==> src/bpra_pkg.sv <==
// Shared constants, types and beat structs for the bitmap page run allocator.
// Depends on nothing; every other file of the block imports it.

package bpra_pkg;

  // Heap geometry.
  localparam int unsigned MAX_PAGES  = 4096;
  localparam int unsigned PAGE_BYTES = 4096;

  // Field widths fixed by the interface.
  localparam int unsigned ADDR_W  = 64;
  localparam int unsigned COUNT_W = 13;

  // Page index and page count widths that follow from the heap size.
  localparam int unsigned PIDX_W = $clog2(MAX_PAGES);
  localparam int unsigned LIM_W  = PIDX_W + 1;
  localparam int unsigned CNT_W  = (LIM_W > COUNT_W) ? LIM_W : COUNT_W;

  // Bitmap words: 32 pages per word, at least two words for tiny heaps.
  localparam int unsigned WORD_BITS = (MAX_PAGES >= 64) ? 32 : MAX_PAGES / 2;
  localparam int unsigned WB_W      = $clog2(WORD_BITS);
  localparam int unsigned NUM_WORDS = MAX_PAGES / WORD_BITS;
  localparam int unsigned WADDR_W   = $clog2(NUM_WORDS);

  // Address to page conversion.
  localparam int unsigned PB_SH = $clog2(PAGE_BYTES);
  localparam int unsigned PG_W  = ADDR_W - PB_SH;

  // Configuration register indexes.
  localparam int unsigned CFG_IDX_W = 1;
  typedef enum logic [CFG_IDX_W-1:0] {
    REG_HEAP_PAGES = 1'b0,
    REG_HEAP_BASE  = 1'b1
  } cfg_reg_e;

  // Operation codes of an input beat.
  typedef enum logic {
    MODE_ALLOC = 1'b0,
    MODE_FREE  = 1'b1
  } mode_e;

  // Bitmap read request.
  typedef struct packed {
    logic               en;
    logic [WADDR_W-1:0] addr;
  } bm_rd_t;

  // Bitmap write request.
  typedef struct packed {
    logic                 en;
    logic [WADDR_W-1:0]   addr;
    logic [WORD_BITS-1:0] data;
  } bm_wr_t;

  // Outcome of scanning one bitmap word.
  typedef struct packed {
    logic             hit;
    logic [WB_W-1:0]  pos;
    logic [CNT_W-1:0] run_out;
  } scan_res_t;

endpackage

==> src/bpra_word_scan.sv <==
// Run finder for one bitmap word: carries the free run from lower words and
// reports the lowest page where the run reaches the wanted length.
// Depends on bpra_pkg.

module bpra_word_scan
  import bpra_pkg::*;
(
  input  logic [WORD_BITS-1:0] used_i,
  input  logic [CNT_W-1:0]     run_i,
  input  logic [CNT_W-1:0]     want_i,
  output scan_res_t            res_o
);

  logic [WB_W-1:0]  last_used;
  logic             found;
  logic [CNT_W-1:0] run_len;

  // For every bit position, the length of the free run that ends there; the
  // lowest position whose run is long enough wins.
  always_comb begin
    res_o = '0;
    for (int j = WORD_BITS - 1; j >= 0; j--) begin
      last_used = '0;
      found     = 1'b0;
      for (int k = 0; k < WORD_BITS; k++) begin
        if (k <= j && used_i[k]) begin
          last_used = WB_W'(k);
          found     = 1'b1;
        end
      end
      if (found) begin
        run_len = CNT_W'(j) - CNT_W'(last_used);
      end else begin
        run_len = run_i + CNT_W'(j + 1);
      end
      if (j == WORD_BITS - 1) begin
        res_o.run_out = run_len;
      end
      if (run_len >= want_i) begin
        res_o.hit = 1'b1;
        res_o.pos = WB_W'(j);
      end
    end
  end

endmodule
==> config.mk <==
export PLATFORM = sky130hd
export DESIGN_NAME = bpra_word_scan
export DESIGN_NICKNAME = d
export VERILOG_FILES = /design/src/bpra_pkg.sv /design/src/bpra_word_scan.sv
export SDC_FILE = /design/constraint.sdc
export NUM_CORES = 1
export LEC_CHECK = 0
export ABC_AREA = 1
export ABC_CLOCK_PERIOD_IN_PS = 23100
export BUFFER_PORTS_ARGS = -buffer_cell sky130_fd_sc_hd__buf_2
export CORE_MARGIN = 2
export CORE_UTILIZATION = 36
export DETAILED_ROUTE_END_ITERATION = 10
export GPL_TIMING_DRIVEN = 1
export PLACE_DENSITY = 0.52
export SKIP_LAST_GASP = 1
export SLEW_MARGIN = 20
export SYNTH_ARGS = -nofsm -noshare
export SYNTH_HDL_FRONTEND = slang
export SYNTH_SLANG_ARGS = --single-unit
export TNS_END_PERCENT = 10
==> constraint.sdc <==
create_clock -name vclk -period 23.1
set_clock_uncertainty 0.15 [all_clocks]
set_input_delay 4.62 -clock vclk [all_inputs]
set_output_delay 4.62 -clock vclk [all_outputs]
set_load 0.02 [all_outputs]
After elaboration in Yosys (flattened, before gate mapping):

Index checks and enable logic that the tools add are counted.

* logic and storage cells: 222
* bits in registers: 0
* input port bits: 58

* order comparisons: 32
* add/subtract/negate cells: 63
* multiplexer cells: 127

Operators with widths (number)
* greater-or-equal comparator 13 bit: 32
* 2-to-1 mux 13 bit: 32
* adder 13 x 5 -> 13 bit (second input constant): 16
* 2-to-1 mux 6 bit: 32
* 2-to-1 mux 5 bit: 30
* adder 13 x 4 -> 13 bit (second input constant): 8
* subtractor 5 x 5 -> 6 bit (first input constant): 16
* adder 13 x 3 -> 13 bit (second input constant): 4
* subtractor 4 x 5 -> 6 bit (first input constant): 8
* 2-to-1 mux 1 bit: 33
* adder 13 x 2 -> 13 bit (second input constant): 2
* subtractor 3 x 5 -> 6 bit (first input constant): 4
* adder 13 x 1 -> 13 bit (second input constant): 1
* adder 13 x 6 -> 13 bit (second input constant): 1
* subtractor 2 x 5 -> 6 bit (first input constant): 2
* subtractor 1 x 5 -> 6 bit (first input constant): 1

Longest topological paths before layout:

* depth after elaboration: 66
* mapped depth: 71
* depth with buffers taken out: 71

Worst setup path after synthesis:

No wires, ideal clock.

* kind: in2out
* from: input port used_i[0]
* to: output port res_o[13] (netlist name)
* slack: 8.487 ns
* arrival time: 9.843 ns
* cell stages on the path: 63
* buffers on the path: 1
* path through: buf_6 > nor2_4 > inv_4 > nor2_8 > inv_6 > nor2_4 > inv_4 > nor2_8 > inv_6 > nor2_8 > inv_6 > nor2_4 > inv_2 > nor2_8 > inv_2 > nor2_4 > inv_4 > nor2_8 > [... 27 more ...] > nand2_1 > nand2_1 > nand2_1 > nand2_1 > nand2_1 > nand2_1 > nand2_1 > nand2_1 > nand2_1 > nand2_1 > nand2_1 > nand2_1 > nand2_1 > nand2_1 > nand2_1 > nand2_1 > nand2_1 > a21oi_1

RTL lines
* start: declaration: RTL line bpra_word_scan.sv:8 `input logic [WORD_BITS-1:0] used_i,`
* end: declaration: RTL line bpra_word_scan.sv:11 `output scan_res_t res_o`

==> impl_metrics.py <==
metrics = {
    "timing": {
        "relSlewSlack_pct": 17.5,
        "hold_viol_final": 0,
        "final_max_slew_viol_count": 0,
        "setup-violations-final": 0,
        "rsz0062_at_grt": "false",
        "finalCritPeriodShare_pct": 74.6,
        "fmax_ghz": 0.0580,
        "worst_pin_slew_ns": 1.23,
        "finalCriticalPeriod_ns": 17.23,
        "tns_ns": 0,
    },
    "yosys": {
        "ys_types": 60,
        "netlist.area_leader.share_pct": 31.9,
        "synth_top_cell_by_area": "ha_1",
        "yosysMostFrequentCell": "nand2_1",
        "syn-instance-count": 2939,
        "synthTopCellsByCount": "nand2_1, ha_1, nor2_1",
        "yosysWarnings": 0,
        "synth_area_per_cell_um2": 6.20,
        "ys_seq_area_share_pct": 0,
        "synth_nets": 3461,
        "netlist_top_cells_area": "ha_1, nand2_1, a21oi_1",
        "syn_area_um2": 18200,
    },
    "worst_hold_path": {
        "hp-start": "used_i[31]",
        "hold_class": "input pin to primary output",
        "holdPathStages": 3,
        "holdPathEnd": "res_o[4]",
    },
    "global_route": {
        "grt_pass1_wl_mm": 136,
        "grt_usage_pct": 34.6,
        "grt_max_degree": 33,
        "overflow": 0,
        "grt_pass1_vias": 20800,
        "antenna_found_initial": 7,
    },
    "clock_tree": {
        "cts_setup_buffers": 0,
        "ctsHoldBuffers": 0,
        "cts_resized": 0,
    },
    "finish": {
        "final-seq-area_um2": 0,
        "clkbuf_count": 0,
        "layout-drive-gt1-share_pct": 9.45,
        "nFlopsAndLatches": 0,
        "areaGrowthSynthToFinish_pct": 7.07,
        "nets": 3520,
    },
    "die": {
        "die-area_um2": 52400,
        "die_height_um": 229,
        "rows": 82,
        "die_w_um": 229,
        "io_pins": 77,
        "floorplan.initialDensity_pct": 36.4,
        "core_region_area_um2": 50100,
    },
    "place": {
        "dp_hpwl_mm": 70.5,
        "gp_congestion": 1.03,
        "portBuffers": 77,
    },
    "drt": {
        "wire_per_inst_um": 25.6,
        "ant_nets": 0,
        "drtPass1Iterations": 6,
        "drt_iter0_drc": 2172,
        "drc": 0,
        "vias": 21800,
        "routed_via_density": 5.93,
        "finalWirelength_mm": 93.9,
    },
    "worst_setup_path": {
        "worstPathArrival_ns": 12.46,
        "startpoint_type": "input pin",
        "required_ns": 18.33,
        "end_kind": "primary output",
        "cpMaxStageDelayCell": "nor2_1",
        "critPathMaxStageDelay_ns": 0.83,
        "crit_path_frequent_cell": "nand2_1",
        "crit_fanout": 28,
        "path_class": "input pin to primary output",
    },
    "job": {
        "maxCapViolCount": 0,
    },
    "run_status": {
        "status": "complete, no violations",
    },
}
[critical path, delay by kind of cell]
kind / cells / cell delay [ns]
AND/OR/NAND/NOR: 33 / 3.91
XOR/XNOR: 1 / 0.22
buffers and inverters: 6 / 2.17
adder cells (fa/ha/maj): 2 / 0.96
AO/OA/AOI/OAI: 3 / 0.50
[worst max-delay path by stage]
stage	start	end	slack, ns
2_1_floorplan	used_i[0]	res_o[13]	8.49
3_3_place_gp	used_i[2]	res_o[13]	6.43
3_5_place_dp	run_i[5]	res_o[13]	6.23
4_1_cts	run_i[5]	res_o[13]	6.20
5_1_grt	run_i[5]	res_o[13]	5.40
6_report	run_i[5]	res_o[13]	5.87
[kinds of logic (layout without fill, tap and decap cells)]
group | after synthesis | count (layout) | synth area share (%)
adder cells (fa/ha/maj) | 464 | 464 | 31.9
XOR/XNOR | 148 | 148 | 7.11
AND/OR/NAND/NOR | 1189 | 1189 | 28.8
AO/OA/AOI/OAI | 740 | 740 | 23.1
buffers and inverters | 398 | 455 | 9.14
other | 0 | 2 | 0
[stage by stage]
stage | util, % | cells | hold WS (ns) | cell area, um^2 | setup WS (ns)
floorplan | - | 2939 | 9.19 | 18200 | 8.49
global placement | 39.0 | 3668 | 9.44 | 19500 | 6.43
detailed placement | 39.0 | 3668 | 9.44 | 19500 | 6.23
CTS | 39.0 | 3668 | 9.44 | 19500 | 6.20
global route | 39.0 | 3668 | 9.44 | 19500 | 5.40
finish | 39.0 | 3670 | 9.42 | 19500 | 5.87
[final cells by class]
cell class | instances | area (um^2)
Fill cell | 5643 | 30600
Multi-Input combinational cell | 2541 | 16600
Inverter | 313 | 1210
Timing Repair Buffer | 142 | 873
Tap cell | 672 | 841
Antenna cell | 2 | 5.00
[placed cells by master (no fill, tap or decap), types with 21 or more instances in the layout]
cell      count
nor3_1       48
xor2_1      137
inv_1       247
a31oi_1      40
buf_4        65
nand2_1     552
nand2_2      21
inv_2        40
nor2_1      365
nand4_1      43
nand3_1      65
a21oi_1     316
buf_2        77
ha_1        464
o21ai_0     224
a211oi_1     53
[routing by layer]
| metal | part of all wire [%] | vias up | track usage (%) | routed length (um) |
|---|---|---|---|---|
| met3 | 8.9 | 244 | 5.48 | 8330 |
| met1 | 42 | 10200 | 45.1 | 39500 |
| li1 | - | 10300 | - | - |
| met4 | 5.9 | 6 | 16.4 | 5500 |
| met5 | 0.038 | - | 0 | 36 |
| met2 | 43 | 1029 | 55.6 | 40600 |
