File: config.mk
export PLATFORM = sky130hd
export DESIGN_NAME = bpra_bitmap
export DESIGN_NICKNAME = d
export VERILOG_FILES = /design/src/bpra_pkg.sv /design/src/bpra_bitmap.sv
export SDC_FILE = /design/constraint.sdc
export NUM_CORES = 2
export LEC_CHECK = 0
export BUFFER_PORTS_ARGS = -buffer_cell sky130_fd_sc_hd__buf_2
export CAP_MARGIN = 20
export CORE_UTILIZATION = 41
export CTS_BUF_LIST = sky130_fd_sc_hd__clkbuf_8
export DETAILED_ROUTE_END_ITERATION = 10
export PLACE_DENSITY_LB_ADDON = 0.1
export SLEW_MARGIN = 0
export SYNTH_ARGS = -nofsm -noshare
export SYNTH_HDL_FRONTEND = slang
export SYNTH_SLANG_ARGS = --single-unit
File: constraint.sdc
create_clock -name clk_i -period 2.25 [get_ports clk_i]
set_clock_uncertainty 0.05 [all_clocks]
set_input_delay 0.3375 -clock clk_i [delete_from_list [all_inputs] [get_ports clk_i]]
set_output_delay 0.3375 -clock clk_i [all_outputs]
set_load 0.02 [all_outputs]
File: src/bpra_pkg.sv
// Shared constants, types and beat structs for the bitmap page run allocator.
// Depends on nothing; every other file of the block imports it.

package bpra_pkg;

  // Heap geometry.
  localparam int unsigned MAX_PAGES  = 4096;
  localparam int unsigned PAGE_BYTES = 4096;

  // Field widths fixed by the interface.
  localparam int unsigned ADDR_W  = 64;
  localparam int unsigned COUNT_W = 13;

  // Page index and page count widths that follow from the heap size.
  localparam int unsigned PIDX_W = $clog2(MAX_PAGES);
  localparam int unsigned LIM_W  = PIDX_W + 1;
  localparam int unsigned CNT_W  = (LIM_W > COUNT_W) ? LIM_W : COUNT_W;

  // Bitmap words: 32 pages per word, at least two words for tiny heaps.
  localparam int unsigned WORD_BITS = (MAX_PAGES >= 64) ? 32 : MAX_PAGES / 2;
  localparam int unsigned WB_W      = $clog2(WORD_BITS);
  localparam int unsigned NUM_WORDS = MAX_PAGES / WORD_BITS;
  localparam int unsigned WADDR_W   = $clog2(NUM_WORDS);

  // Address to page conversion.
  localparam int unsigned PB_SH = $clog2(PAGE_BYTES);
  localparam int unsigned PG_W  = ADDR_W - PB_SH;

  // Configuration register indexes.
  localparam int unsigned CFG_IDX_W = 1;
  typedef enum logic [CFG_IDX_W-1:0] {
    REG_HEAP_PAGES = 1'b0,
    REG_HEAP_BASE  = 1'b1
  } cfg_reg_e;

  // Operation codes of an input beat.
  typedef enum logic {
    MODE_ALLOC = 1'b0,
    MODE_FREE  = 1'b1
  } mode_e;

  // Bitmap read request.
  typedef struct packed {
    logic               en;
    logic [WADDR_W-1:0] addr;
  } bm_rd_t;

  // Bitmap write request.
  typedef struct packed {
    logic                 en;
    logic [WADDR_W-1:0]   addr;
    logic [WORD_BITS-1:0] data;
  } bm_wr_t;

  // Outcome of scanning one bitmap word.
  typedef struct packed {
    logic             hit;
    logic [WB_W-1:0]  pos;
    logic [CNT_W-1:0] run_out;
  } scan_res_t;

endpackage

File: src/bpra_bitmap.sv
// Page-used bitmap: a word-wide synchronous RAM with one read and one write port.
// Each row has a valid bit cleared at reset, so an unwritten row reads as all free.
// Depends on bpra_pkg.

module bpra_bitmap
  import bpra_pkg::*;
(
  input  logic                 clk_i,
  input  logic                 rst_ni,
  input  bm_rd_t               rd_i,
  output logic [WORD_BITS-1:0] rd_data_o,
  input  bm_wr_t               wr_i
);

  logic [WORD_BITS-1:0] mem [NUM_WORDS];
  logic [WORD_BITS-1:0] rdata_q;
  logic [NUM_WORDS-1:0] row_vld_q;
  logic                 rd_vld_q;

  // Storage array and registered read port.
  always_ff @(posedge clk_i) begin
    if (wr_i.en) begin
      mem[wr_i.addr] <= wr_i.data;
    end
    if (rd_i.en) begin
      rdata_q <= mem[rd_i.addr];
    end
  end

  // Row valid bits and the valid flag that travels with the read data.
  always_ff @(posedge clk_i or negedge rst_ni) begin
    if (!rst_ni) begin
      row_vld_q <= '0;
      rd_vld_q  <= 1'b0;
    end else begin
      if (wr_i.en) begin
        row_vld_q[wr_i.addr] <= 1'b1;
      end
      if (rd_i.en) begin
        rd_vld_q <= row_vld_q[rd_i.addr];
      end
    end
  end

  // A row never written holds only free pages.
  assign rd_data_o = rd_vld_q ? rdata_q : '0;

endmodule

# --- Word-level counts from Yosys, hierarchy flattened ---
# Memory sizes are Yosys's and may differ from the RTL's. A register that Yosys moved wholly into a read port is not among the register bits.
# Index checks and enable logic that the tools add are counted.
totals:
  regBits: 129
  inputBits: 50
  n_memories: 1
  wordCells: 15
  mem_bits_rw: 4096
classes:
  bitwise: 1
  magnitude_cmp: 3
  n_mux: 7
  n_reduce_logical: 1
memory_table:
  columns: ["name", "depth", "width", "read_ports", "rd_clocked_by_memory_dff", "write_ports", "line_no", "text"]
  rows:
  - ["mem", 128, 32, 1, 1, 1, "bpra_bitmap.sv:15", "logic [WORD_BITS-1:0] mem [NUM_WORDS];"]
op_table:
  columns: ["cell", "n"]
  rows:
  - ["128-bit bitwise OR", 1]
  - ["32-bit two-way mux", 1]
  - ["7-bit by 8-bit < comparator with 1-bit output, second input constant", 2]
  - ["1-bit binary-select mux with 7-bit select", 1]
  - ["1-bit demux with 7-bit select", 1]
  - ["7-bit by 1-bit >= comparator with 1-bit output, second input constant", 1]
  - ["1-bit two-way mux", 4]
  - ["1-bit logical AND", 1]

# --- Longest topological paths before layout ---
depth:
  ltp_word: 5
  ltp_mapped: 10
  depth_no_buf: 6

# --- Worst setup path after synthesis ---
# OpenSTA, ideal clock, no wires.
synth_path:
  path_type: "input-to-reg"
  from: "input port wr_i[34] in the netlist's numbering"
  to: "memory mem[108][0] in the netlist's numbering (enable)"
  t_required_ns: 1.778
  setup_ns: 0.422
  path_buffers: 2
  path_stages: 6
  t_arrival_ns: 2.816
  slack_ns: -1.038
  path_cell_list: "clkbuf_1 -> or3b_2 -> inv_1 -> nand2_1 -> clkbuf_1 -> nor2_1"
synth_rtl:
  columns: ["item", "line_no", "text"]
  rows:
  - ["from (decl)", "bpra_bitmap.sv:12", "input bm_wr_t wr_i"]
  - ["to (decl)", "bpra_bitmap.sv:15", null]
# No word-level cell before the write port.

# --- Worst setup path after layout ---
layout_path:
  from: "register rdata_q[17], read port of mem"
  to: "output port rd_data_o[17]"
layout_between:
  elab_chain_len: 1
layout_rtl:
  columns: ["item", "line_no", "text"]
  rows:
  - ["from (decl)", "bpra_bitmap.sv:16", "logic [WORD_BITS-1:0] rdata_q;"]
  - ["32-bit two-way mux", "bpra_bitmap.sv:46", "assign rd_data_o = rd_vld_q ? rdata_q : '0;"]
  - ["to (decl)", "bpra_bitmap.sv:11", "output logic [WORD_BITS-1:0] rd_data_o,"]
# No other way between the ends.

==> results.md <==
* Grt peak-use layer: met2
* Final setup vio count at 71
* Nets at 8,020
* Root Buffer: clkbuf_8
* Top FF cell, synth: edfxtp_1
* Max-Cap Viols at 0
* Worst-margin pin slew at 1.234 ns
* CTS tree: yes
* Most frequent cells in the layout: edfxtp_1 (4,128), mux4_2 (1,306), clkbuf_8 (735)
* Slew headroom at 17.76%
* Final worst path period share at 122.1%
* # fillers at 31,110
* Proportion of layout cells with a drive suffix above 1 at 42.20%
* Drt drc at 0
* Final WL at 481,400 microns
* Data arrival, critical path at 2.36 ns
* Largest net degree at the start of global routing at 129
* Sequential share of the synthesized area at 78.83%
* Vias in the first global route at 82,010
* Fin Setup TNS at -15.36 ns
* R2R depth at 4
* Cell area after synthesis at 0.1613 sq mm
* # rows at 229
* M1 GR Usage at 33.55%
* Worst setup SP type: register
* RSZ-0062 raised after global routing: true
* Post-synth ARST share at 3.030%
* Final hold violations at 0
* Setup CP Type: register to output port
* Slew Viols, Final at 0
* Synth warn at 0
* Core area at 0.3902 sq mm
* Met3 GRT Util at 3.159%
* Chip width at 629.3 microns
* Net Count, Synth at 6,520
* Worst hold path cell count at 2
* RePlAce Congestion at 0.8236
* Grt met2 use at 40.35%
* Worst reg2reg path startpoint: mem[99][13]
* Routed len/inst at 34.97 microns
* Critical Path Start: rdata_q[17]
* R2R Setup Slk at -0.08 ns
* Final WS setup at -0.4974 ns
* Area grow syn2layout at 21.53%
* Port Buffers at 81
* Hold Path Class: input pin to register
* Die area at 0.3960 sq mm
* EDFF count, synth at 4,128
* Highest clock rate at 0.3640 GHz
* Worst Hold Slack at 0.09953 ns
* PwrDens at 824.5 mW/mm^2
* Post-synth cell types at 40
* Setup crit end kind: output port
* Cells after synthesis at 6,470
* Initial antenna violation count at 39
* Clk_lat worst skew at 1.26 ns
* Status: finished with violations
* Hold Crit Endpoint: mem[118][12]
* Violated checks: setup timing
* VDD IR max at 0.0005447 V
* CTS Buffer Depth at 4
* Post-DP Area at 0.1812 sq mm
* Remaining antenna violation count after routing at 0
* Design area at 0.1961 sq mm
* IO Pins at 82
* Most common cell after layout, fill and taps aside: edfxtp_1
* Seq cells post-synth at 4,257
* Die span in y at 629.3 microns
* Place WS at -1.554 ns
* First-pass GRT wire length at 666,100 microns
* Initial Util at 41.34%
* Min-delay src: wr_i[12]
* Grt ovf at 0
* Via count at 78,420
* Clock slew at reported path FFs at 0.06 ns
* FF-to-FF End: rdata_q[13]
* Design Power at 161,700 uW
* CP max FO at 1
* Hpwl dp at 303,400 microns
* Via density per instance at 5.697
* CTS Buf Count at 708
* Post-Syn Area per Cell at 24.94 sq um
* Num Clock Sinks at 4,257
* Initial DRC Count at 8,101
* GR Util All Layers at 24.23%
* Leakage at 0.06370 uW
* Maximum level of the CTS H-tree at 6
* CP Data Required Time at 1.86 ns
* First-pass iteration count of the detailed router at 6
* Min Tclk post-route at 2.747 ns
metrics by stage:
stage,instances,utilization (%)
finish,13770,50.24
global route,13750,50.24
global placement,12380,46.41
CTS,13730,50.13
detailed placement,12380,46.42
floorplan,6470,-
synth_stat cells (3+ instances only):
cell type / count / share of area [%]
a21oi_1: 5 / 0.016
and2_1: 32 / 0.12
buf_1: 44 / 0.10
buf_2: 148 / 0.46
buf_4: 9 / 0.042
clkbuf_1: 137 / 0.32
dfrtp_1: 129 / 2.0
edfxtp_1: 4128 / 77
inv_1: 7 / 0.016
mux2_2: 4 / 0.028
mux2i_1: 16 / 0.099
mux4_2: 1306 / 18
nand2_1: 23 / 0.054
nand3_1: 13 / 0.040
nand3b_1: 7 / 0.033
nand4_1: 4 / 0.016
nor2_1: 133 / 0.31
nor2b_1: 9 / 0.035
nor4_1: 33 / 0.13
o22ai_1: 128 / 0.50
or2_2: 128 / 0.50
or3_1: 3 / 0.012
report_power, final:
group	switching [uW]	internal (uW)
registers	339	87700
logic	5820	4540
clock network	31500	31800
cell families (layout without fill, tap and decap cells):
family / after synthesis / count (layout) / synth area share [%]
other cells: 0 / 33 / 0
simple gates: 393 / 393 / 1.281
flops: 4257 / 4257 / 78.83
mux: 1326 / 1326 / 18.36
buf+inv: 347 / 2412 / 0.9476
compound gates: 147 / 147 / 0.5839
timing repair:
item | 4_1_cts | 5_1_grt
pin swaps | 21 | 14
cloned | 0 | 2
hold buffers | 75 | 0
buffers inserted | 0 | 2
setup endpoints to repair | 62 | 307
gates resized for setup | 146 | 68
hold endpoints to repair | 7189 | 0
registers in the layout, summed over array words and instances (netlist names):
register   flops
rdata_q       32
row_vld_q    128
mem         4096
rd_vld_q       1
critical path, stage by stage (launching register included):
cell	delay, ns
edfxtp_1	0.75
and2_4	0.25
buf_6	0.12
metal layers:
layer | up-vias | wire (microns)
met2 | 2689 | 239500
li1 | 31420 | -
met1 | 43670 | 200000
met5 | - | 41
met4 | 6 | 15590
met3 | 640 | 26340
worst max-delay path by stage:
stage	end	depth (start not counted)
global placement	rdata_q[13]	7
CTS	rd_data_o[17]	2
detailed placement	rdata_q[5]	9
finish	rd_data_o[17]	2
floorplan	mem[15][0]	3
global route	rd_data_o[23]	4
cell type report:
| class | instances | area [sq um] | area share (%) |
|---|---|---|---|
| diodes | 33 | 82.58 | 0.04212 |
| repair buffers | 1129 | 14850 | 7.574 |
| flip-flops and latches | 4257 | 127200 | 64.87 |
| clock buffers | 735 | 10120 | 5.159 |
| clock inverters | 540 | 2834 | 1.445 |
| well taps | 5197 | 6502 | 3.316 |
| multi-input cells | 1866 | 34470 | 17.58 |
| inverters | 8 | 37.54 | 0.01914 |
No activity file was read; power rests on OpenSTA's default activity.
